<file path="src/qm_pkg.sv">
`default_nettype none
package qm_pkg;

	localparam int FRAC_BITS = 14;
	localparam int DATA_W = 16;
	localparam int THR_W = 15;
	localparam int PROD_W = 2 * DATA_W;
	localparam int SUM_W = PROD_W + 2;

	typedef logic signed [DATA_W-1:0] comp_t;
	typedef logic signed [PROD_W-1:0] prod_t;
	typedef logic signed [SUM_W-1:0] sum_t;

	typedef enum logic [1:0] {
		SRC_PRODUCT = 2'd0,
		SRC_SECOND  = 2'd1,
		SRC_FIRST   = 2'd2,
		SRC_BOTH    = 2'd3
	} source_t;

endpackage
`default_nettype wire

</file>
<file path="src/qm_round_sat.sv">
`default_nettype none
module qm_round_sat
	import qm_pkg::*;
(
	input  sum_t  sum,
	output comp_t value,
	output logic  clip
);

	localparam sum_t HALF = sum_t'(1) <<< (FRAC_BITS - 1);
	localparam sum_t RES_MAX = sum_t'(32767);
	localparam sum_t RES_MIN = -sum_t'(32768);

	sum_t shifted;

	always_comb begin
		shifted = (sum + HALF) >>> FRAC_BITS;
		if (shifted > RES_MAX) begin
			value = comp_t'(RES_MAX);
			clip = 1'b1;
		end else if (shifted < RES_MIN) begin
			value = comp_t'(RES_MIN);
			clip = 1'b1;
		end else begin
			value = shifted[DATA_W-1:0];
			clip = 1'b0;
		end
	end

endmodule
`default_nettype wire

</file>
<file path="config.mk">
export PLATFORM = sky130hd
export DESIGN_NAME = qm_round_sat
export DESIGN_NICKNAME = d
export VERILOG_FILES = /design/src/qm_pkg.sv /design/src/qm_round_sat.sv
export SDC_FILE = /design/constraint.sdc
export NUM_CORES = 1
export LEC_CHECK = 0
export ABC_AREA = 1
export BUFFER_PORTS_ARGS = -buffer_cell sky130_fd_sc_hd__buf_2
export CORE_UTILIZATION = 40
export DETAILED_ROUTE_END_ITERATION = 10
export PLACE_DENSITY = 0.9
export SYNTH_ARGS = -nofsm -noshare
export SYNTH_HDL_FRONTEND = slang
export SYNTH_SLANG_ARGS = --single-unit
export TNS_END_PERCENT = 1
</file>
<file path="constraint.sdc">
create_clock -name vclk -period 1.9
set_clock_uncertainty 0.1 [all_clocks]
set_input_delay 0.19 -clock vclk [all_inputs]
set_output_delay 0.19 -clock vclk [all_outputs]
set_load 0.02 [all_outputs]
</file>
==> flow_summary.yaml, run 1 <==
drt:
  wl_per_cell_um: 12.7
  vias: 1036
  vias_per_cell: 5.23
  drt_iter0_markers: 28
  drt_pass1_iterations: 4
  finalWirelength_mm: 2.51
  drcViolationCount: 0
  antenna_left: 0
final_layout:
  regArea_um2: 0
  clkbuf_count: 0
  syn_to_final_growth_pct: 85.3
  fin_area_um2: 1240
  fillers: 105
  n_antenna_cell: 0
  fin_nets: 219
  final_cells: 198
  seq_cell_count: 0
  layout-drive-gt1-share_pct: 48.4
global_route:
  grt_first_pass_wirelength_mm: 3.40
  grt_max_degree: 9
  grt_pass1_vias: 883
  track_usage_pct: 23.3
  antenna_found_initial: 0
  gr-total-overflow: 0
floorplan:
  rows: 14
  start_util_pct: 43.6
  core_area_um2: 1540
  die_x_um: 43.0
  fp.dieArea_um2: 1850
  die-height_um: 43.0
  ioPinCount: 51
placement:
  hpwlAfterDp_mm: 1.44
  gp_congestion: 0.830
  place_ws_ps: -129
  dp_cells: 189
  place_area_um2: 905
  numPortBuffers: 38
synthesis:
  synth.cell_area_um2: 672
  netlist-cell-type-count: 19
  syn-num-nets: 166
  synth.area.top_cells: "nand2_1 (32%), xnor2_1 (12%), inv_1 (7.3%), nand3_1 (6.7%), xor2_1 (6.5%)"
  syn_inst: 131
  synthTopCellsByCount: "nand2_1 (58), inv_1 (13), nand3_1 (9), xnor2_1 (9), nor2_1 (8)"
  yosysTopAreaCellShare_pct: 32.4
  ys_warn_count: 0
  synth.most_common_cell: "nand2_1"
  yosysSeqAreaShare_pct: 0
  yosys.area.top_type: "nand2_1"
  synth.avg_cell_area_um2: 5.13
critical_path:
  critical_path_required_ps: 1610
  critPathArrivalTime_ps: 1640
  cp-end-kind: "output port"
  cp-start-kind: "input port"
  critPathMaxFanout: 8
  worstSetupPathType: "input port to output port"
sta:
  rsz0062_at_grt: "true"
  fin_crit_sh_pct: 102
  relSlewSlack_pct: 83.9
  finalMaxSlewViolations: 0
  setup_viol: 6
  final-hold-violation-count: 0
  fin_crit_ps: 1930
  worst_pin_slew_ps: 240
  setup_ws_ps: -28.5
  max_freq_mhz: 519
power:
  peakVddDrop_mv: 0.126
  p_total_mw: 0.286
  power.density_nw_per_um2: 229
  leakage_nw: 0.616
outcome:
  violations: "setup timing"
  status: "complete, but fails checks"
cts:
  holdBufCountCts: 0
flow_run:
  drv_cap: 0
hold_path:
  hold_path_depth: 5
  hold_path_class: "input port to output port"
==> per-layer routing <==
| layer | part of all wire, % | track usage (%) | routed length (µm) | up-vias |
|---|---|---|---|---|
| li1 | - | - | - | 506 |
| met1 | 38 | 24.6 | 959 | 478 |
| met2 | 55 | 50.0 | 1370 | 46 |
| met3 | 5.2 | 0.426 | 130 | 6 |
| met4 | 2.1 | 3.64 | 52 | 0 |
| met5 | 0 | 0 | 0 | - |
==> what timing repair did <==
item / in CTS / in global routing
cloned: 2 / 0
gates resized for setup: 42 / 28
setup endpoints to repair: 16 / 16
pin swaps: 17 / 17
buffers inserted: 5 / 2
==> worst max-delay path: stages <==
cell     delay, ps
buf_8           80
ha_4           140
nand2_4         50
nor2_4         110
nand2_2        100
nor2_4         120
nand2_2         70
nand2_1         90
nand2_2         90
nor2_4         140
nand2_4        100
nand2_8        100
nand2_1         60
nand2_1         80
buf_6          120
==> cells by family (layout without fill, tap and decap cells) <==
| logic type | count (synthesis) | count (layout) | share of synthesized area [%] |
|---|---|---|---|
| fa+ha+maj | 1 | 1 | 1.86 |
| xor+xnor | 14 | 14 | 18.2 |
| simple gates | 96 | 98 | 65.7 |
| compound gates | 2 | 2 | 1.86 |
| buf+inv | 18 | 67 | 12.3 |
==> metrics by stage <==
step | util, % | setup TNS [ps] | hold WS [ps]
after global routing | 80.8 | -1320 | 723
after floorplan | - | 0 | 457
after CTS | 73.0 | -20.7 | 680
after detailed placement | 58.7 | -1930 | 690
final | 80.8 | -70.8 | 690
after global placement | 58.7 | -1190 | 671
==> cell usage in the layout, fill, tap and decap left out, types with 4 or more instances in the layout <==
cell     Yosys  final
nand3_1      9      7
nand2_1     58     47
buf_2        0     21
buf_6        2     16
nor2_1       8      5
nor2_4       2      9
buf_4        0     13
xnor2_1      9      9
nand2_2      6     14
xor2_1       5      5
inv_1       13     12
nand2_8      0      4
==> final timing paths <==
check	start	slack, ps	to
max	sum[14]	-30	value[4]
min	sum[27]	690	value[13]
==> report_power, final <==
| part | total (mW) | switching (mW) | internal [mW] |
|---|---|---|---|
| Clock | 0 | 0 | 0 |
| Combinational | 0.286 | 0.161 | 0.124 |
| Sequential | 0 | 0 | 0 |
==> final cells by class <==
type | instances | area [µm²] | area share (%)
inverter | 16 | 65.1 | 5.23
multi-input combinational | 115 | 762 | 61.2
tap | 16 | 20.0 | 1.61
timing repair buffer | 51 | 398 | 32.0
(Power assumes the default switching activity.)
==> inputs of run 2 (changes only) <==
- CORE_UTILIZATION: 40 -> 36
- PLACE_DENSITY: 0.9 -> 0.83
==> run 2 against run 1 <==
The flow still finishes with violations (setup timing). Non-clock buffer count down 2. Via count down 6.1%. Fmax down 1.6%. Global-route usage down 3.9 points. Combinational power about the same. Total power up 0.63%. Die area up 11%. Sequential share of layout area unchanged. Critical endpoint is now value[12]. Largest power group unchanged.
==> flow_summary.yaml, run 2 (synthesized netlist as in run 1, its figures left out) <==
outcome:
  status: "complete, but fails checks"
  violations: "setup timing"
global_route:
  gr-total-overflow: 0
  grt_pass1_vias: 854
  grt_max_degree: 17
  track_usage_pct: 19.3
  antenna_found_initial: 0
  grt_first_pass_wirelength_mm: 3.08
drt:
  vias: 973
  wl_per_cell_um: 11.0
  wl_met3_um: 118
  drt_pass1_iterations: 4
  vias_per_cell: 4.75
  finalWirelength_mm: 2.25
  drcViolationCount: 0
  antenna_left: 0
  drt_iter0_markers: 15
  met2_wirelength_mm: 1.26
  wl_met1_um: 865
  top_layer: "met3"
critical_path:
  path_buf_inv: 2
  critPathMostFrequentCell: "nand2_4"
  cp-start-kind: "input port"
  cp_cell_sequence: "buf_8, ha_4, nand2_4, nor2_4, nand3_2, o21bai_1, nand2_1, nor2_4, nand2_4, nand2_8, nand2_4, nand2_2, buf_6"
  worstSetupPathType: "input port to output port"
  critical_path_required_ps: 1610
  cp-end-kind: "output port"
  cp.depth: 13
  critPathArrivalTime_ps: 1670
  cpMaxStageDelayCell: "nand2_1"
  path_delay_family: "simple AND/OR/NAND/NOR gates"
  cpPeakStageDelay_ps: 170
  critPathMaxFanout: 8
floorplan:
  fp.dieArea_um2: 2040
  ioPinCount: 51
  die_x_um: 45.2
  die-height_um: 45.2
  rows: 15
  start_util_pct: 38.5
  core_area_um2: 1750
sta:
  fin_crit_sh_pct: 103
  relSlewSlack_pct: 79.1
  fin_crit_ps: 1960
  setup_ws_ps: -59.7
  finalMaxSlewViolations: 0
  max_freq_mhz: 510
  worst_pin_slew_ps: 311
  setup_viol: 9
  tns_ps: -367
  rsz0062_at_grt: "true"
  final-hold-violation-count: 0
power:
  pwr-share-seq_pct: 0
  p_sw_share_pct: 58.1
  p_sw_mw: 0.167
  p_int_mw: 0.121
  pwr-share-clk_pct: 0
  peakVddDrop_mv: 0.142
  leakage_nw: 0.627
  combPwrFrac_pct: 100.0
  power.density_nw_per_um2: 227
final_layout:
  syn_to_final_growth_pct: 88.6
  final_cell_mix: "nand2_1 (38), buf_2 (21), buf_4 (18), nand2_2 (16), inv_1 (13)"
  regArea_um2: 0
  seq_cell_count: 0
  final_common_cell: "nand2_1"
  n_antenna_cell: 0
  fin_area_um2: 1270
  fin_nets: 217
  clkbuf_count: 0
  layout-drive-gt1-share_pct: 52.8
placement:
  place_area_um2: 931
  gp_congestion: 0.775
  numPortBuffers: 38
  hpwlAfterDp_mm: 1.52
hold_path:
  hold_path_class: "input port to output port"
  hold_path_depth: 5
cts:
  holdBufCountCts: 0
flow_run:
  drv_cap: 0
-- run 2: changes by cell type in the layout (fill, tap and decap cells not counted), sizes merged --
cell,before,now
buf,51,49
-- run 2: layer usage --
metal | global-route usage (%) | up-vias
li1 | - | 502
met1 | 20.2 | 434
met2 | 42.3 | 37
met3 | 0.400 | 0
met4 | 1.82 | 0
met5 | 0 | -
-- run 2: what timing repair did --
action | in CTS | in global routing
setup buffers | 0 | 3
endpoints found under the setup margin | 16 | 17
resized for setup | 23 | 55
pin swaps | 2 | 18
cloned | 0 | 2
-- run 2: layout make-up --
type	count	area (µm²)
inverter	16	65.1
tap	25	31.3
multi-input combinational	115	815
fill	139	478
timing repair buffer	49	357
-- run 2: per-stage QoR --
| stage | hold WS (ps) | std cells | power (mW) | util [%] | setup slack, ps |
|---|---|---|---|---|---|
| after floorplan | 457 | 131 | 0.123 | - | 23.6 |
| after global placement | 679 | 200 | 0.192 | 53.3 | -37.4 |
| after detailed placement | 695 | 200 | 0.197 | 53.3 | -107 |
| after CTS | 701 | 200 | 0.222 | 57.8 | -42.6 |
| after global routing | 704 | 205 | 0.307 | 72.6 | -149 |
| final | 692 | 205 | 0.287 | 72.6 | -59.7 |
-- run 2: path summary, 6_finish.rpt --
| kind | startpoint | end | slack, ps |
|---|---|---|---|
| min | sum[13] | value[0] | 690 |
| max | sum[14] | value[12] | -60 |
-- run 2: tightest hold or removal path, cell delays in order --
cell and delay, ps:
buf_6 80, ha_4 110, nand2_1 40, nand2_1 50, buf_4 130
-- run 2: power by group through the flow --
stage	clock network, mW	logic, mW	registers [mW]
final	0	0.287	0
after global routing	0	0.307	0
after CTS	0	0.222	0
after detailed placement	0	0.197	0
after global placement	0	0.192	0
after floorplan	0	0.123	0
==> inputs of run 3 (changes only) <==
- ABC_AREA: 1 -> default
- PLACE_DENSITY: 0.83 -> 0.87
==> run 3 against run 2 <==
The flow still finishes with violations (setup timing). Worst hold slack better by 45 ps. Final cell count fell by 19%. Area after synthesis decreased by 14%. Non-clock buffer count is 22 higher. Final area up 3.9%. Via count decreased by 5.0%. Largest cell class unchanged. Critical path depth down 3. Global-route usage up 11 points. Critical path type unchanged. Critical endpoint is now value[1]. Highest routed layer is now met4. Sequential cell count unchanged.
==> flow_summary.yaml, run 3 <==
outcome:
  status: "complete, but fails checks"
  violations: "setup timing"
sta:
  hold_ws_ps: 737
  fin_crit_sh_pct: 134
  rsz0062_at_grt: "true"
  final-hold-violation-count: 0
  relSlewSlack_pct: 73.9
  setup_ws_ps: -653
  max_freq_mhz: 392
  fin_crit_ps: 2550
  setup_viol: 17
  worst_pin_slew_ps: 390
  tns_ps: -10060
  finalMaxSlewViolations: 0
power:
  p_sw_share_pct: 47.2
  pwr-share-seq_pct: 0
  pwr-share-clk_pct: 0
  leakage_nw: 0.538
  peakVddDrop_mv: 0.150
  p_int_mw: 0.170
  combPwrFrac_pct: 100.0
  power.density_nw_per_um2: 244
  p_total_mw: 0.322
  p_sw_mw: 0.152
hold_path:
  hold_path_class: "input port to output port"
  hold_path_depth: 5
  hold_end: "value[0]"
  worstHoldStart: "sum[13]"
final_layout:
  final_cell_mix: "buf_4 (35), buf_2 (20), buf_6 (13), o21bai_4 (11)"
  regArea_um2: 0
  final_common_cell: "buf_4"
  multiInputGateArea_um2: 726
  clkbuf_count: 0
  syn_to_final_growth_pct: 129
  n_antenna_cell: 0
  seq_cell_count: 0
  layout-drive-gt1-share_pct: 61.3
  fillers: 70
  fin_nets: 187
global_route:
  antenna_found_initial: 0
  grt_pass1_vias: 949
  grt_max_degree: 11
  met3_usage_pct: 0.862
  track_usage_pct: 30.6
  gr-total-overflow: 0
  grt.met1_usage_pct: 37.8
  grtUsageMet2_pct: 57.2
  grt_first_pass_wirelength_mm: 4.29
  top_usage_layer: "met2"
critical_path:
  critical_path.startpoint: "sum[13]"
  critPathArrivalTime_ps: 2260
  cp-start-kind: "input port"
  critPathMaxFanout: 10
  critical_path_required_ps: 1610
  worstSetupPathType: "input port to output port"
  cp-end-kind: "output port"
synthesis:
  synth.cell_area_um2: 576
  synthTopCellsByCount: "o21bai_1 (15), nand3_1 (10), xnor2_1 (9), xor2_1 (9), nand2_1 (8)"
  syn-num-nets: 116
  syn_inst: 81
  yosysTopAreaCellShare_pct: 19.6
  synth.area.top_cells: "o21bai_1 (20%), xnor2_1 (14%), xor2_1 (14%), nand3_1 (8.7%), nand2_1 (5.2%)"
  ys_warn_count: 0
  netlist-cell-type-count: 23
  synth.most_common_cell: "o21bai_1"
  synth.avg_cell_area_um2: 7.11
  yosysSeqAreaShare_pct: 0
  yosys.area.top_type: "o21bai_1"
placement:
  gp_congestion: 0.836
  place_ws_ps: -744
  numPortBuffers: 38
  hpwlAfterDp_mm: 2.02
floorplan:
  core_area_um2: 1510
  die-height_um: 42.0
  die_x_um: 42.0
  rows: 14
  ioPinCount: 51
  fp.dieArea_um2: 1760
  start_util_pct: 38.2
drt:
  vias_per_cell: 5.57
  finalWirelength_mm: 2.66
  drt_pass1_iterations: 4
  vias: 924
  antenna_left: 0
  drcViolationCount: 0
  wl_per_cell_um: 16.0
  drt_iter0_markers: 23
flow_run:
  drv_cap: 0
cts:
  post_cts_buffers: 0
  holdBufCountCts: 0
run 3: area by class of cell:
class / count / area share, %
inverter: 2 / 0.570
multi-input combinational: 77 / 55.1
tap: 16 / 1.52
timing repair buffer: 71 / 42.8
run 3: worst max-delay path by stage:
stage | cells after the start | endpoint
3_3_place_gp | 10 | value[1]
3_5_place_dp | 10 | value[1]
5_1_grt | 10 | value[1]
6_report | 10 | value[1]
2_1_floorplan | 8 | value[0]
4_1_cts | 10 | value[1]
run 3: worst max-delay path: stages:
cell and delay, ps:
buf_8 80, ha_4 150, nand3_4 60, or4_4 490, or4_4 470, xnor2_4 160, a41oi_2 200, buf_6 170
o21bai_1 130, buf_4 170
run 3: cell families after synthesis:
family	after synthesis	synth area share, %
AO/OA/AOI/OAI	18	26.1
AND/OR/NAND/NOR	39	35.4
XOR/XNOR	19	32.2
buffers and inverters	4	4.13
adder cells (fa/ha/maj)	1	2.17
run 3: power groups by stage:
stage / Combinational [mW] / Sequential [mW] / Clock (mW)
6_report: 0.322 / 0 / 0
5_1_grt: 0.337 / 0 / 0
4_1_cts: 0.316 / 0 / 0
3_5_place_dp: 0.278 / 0 / 0
3_3_place_gp: 0.267 / 0 / 0
2_1_floorplan: 0.153 / 0 / 0
run 3: timing repair:
item	in CTS	in global routing
setup endpoints to repair	17	17
resized for setup	34	2
pin swaps	2	0
run 3: per-layer routing:
layer | share of wire, % | vias to the layer above
met5 | 0 | -
met2 | 55 | 39
met3 | 2.7 | 10
met1 | 40 | 437
met4 | 2.9 | 0
li1 | - | 438
run 3: stage by stage:
stage	cell area (µm²)	utilization (%)	cells
after floorplan	743	-	81
after global placement	1190	79.2	166
after detailed placement	1190	79.2	166
after CTS	1310	86.6	166
after global routing	1320	87.5	166
final	1320	87.5	166
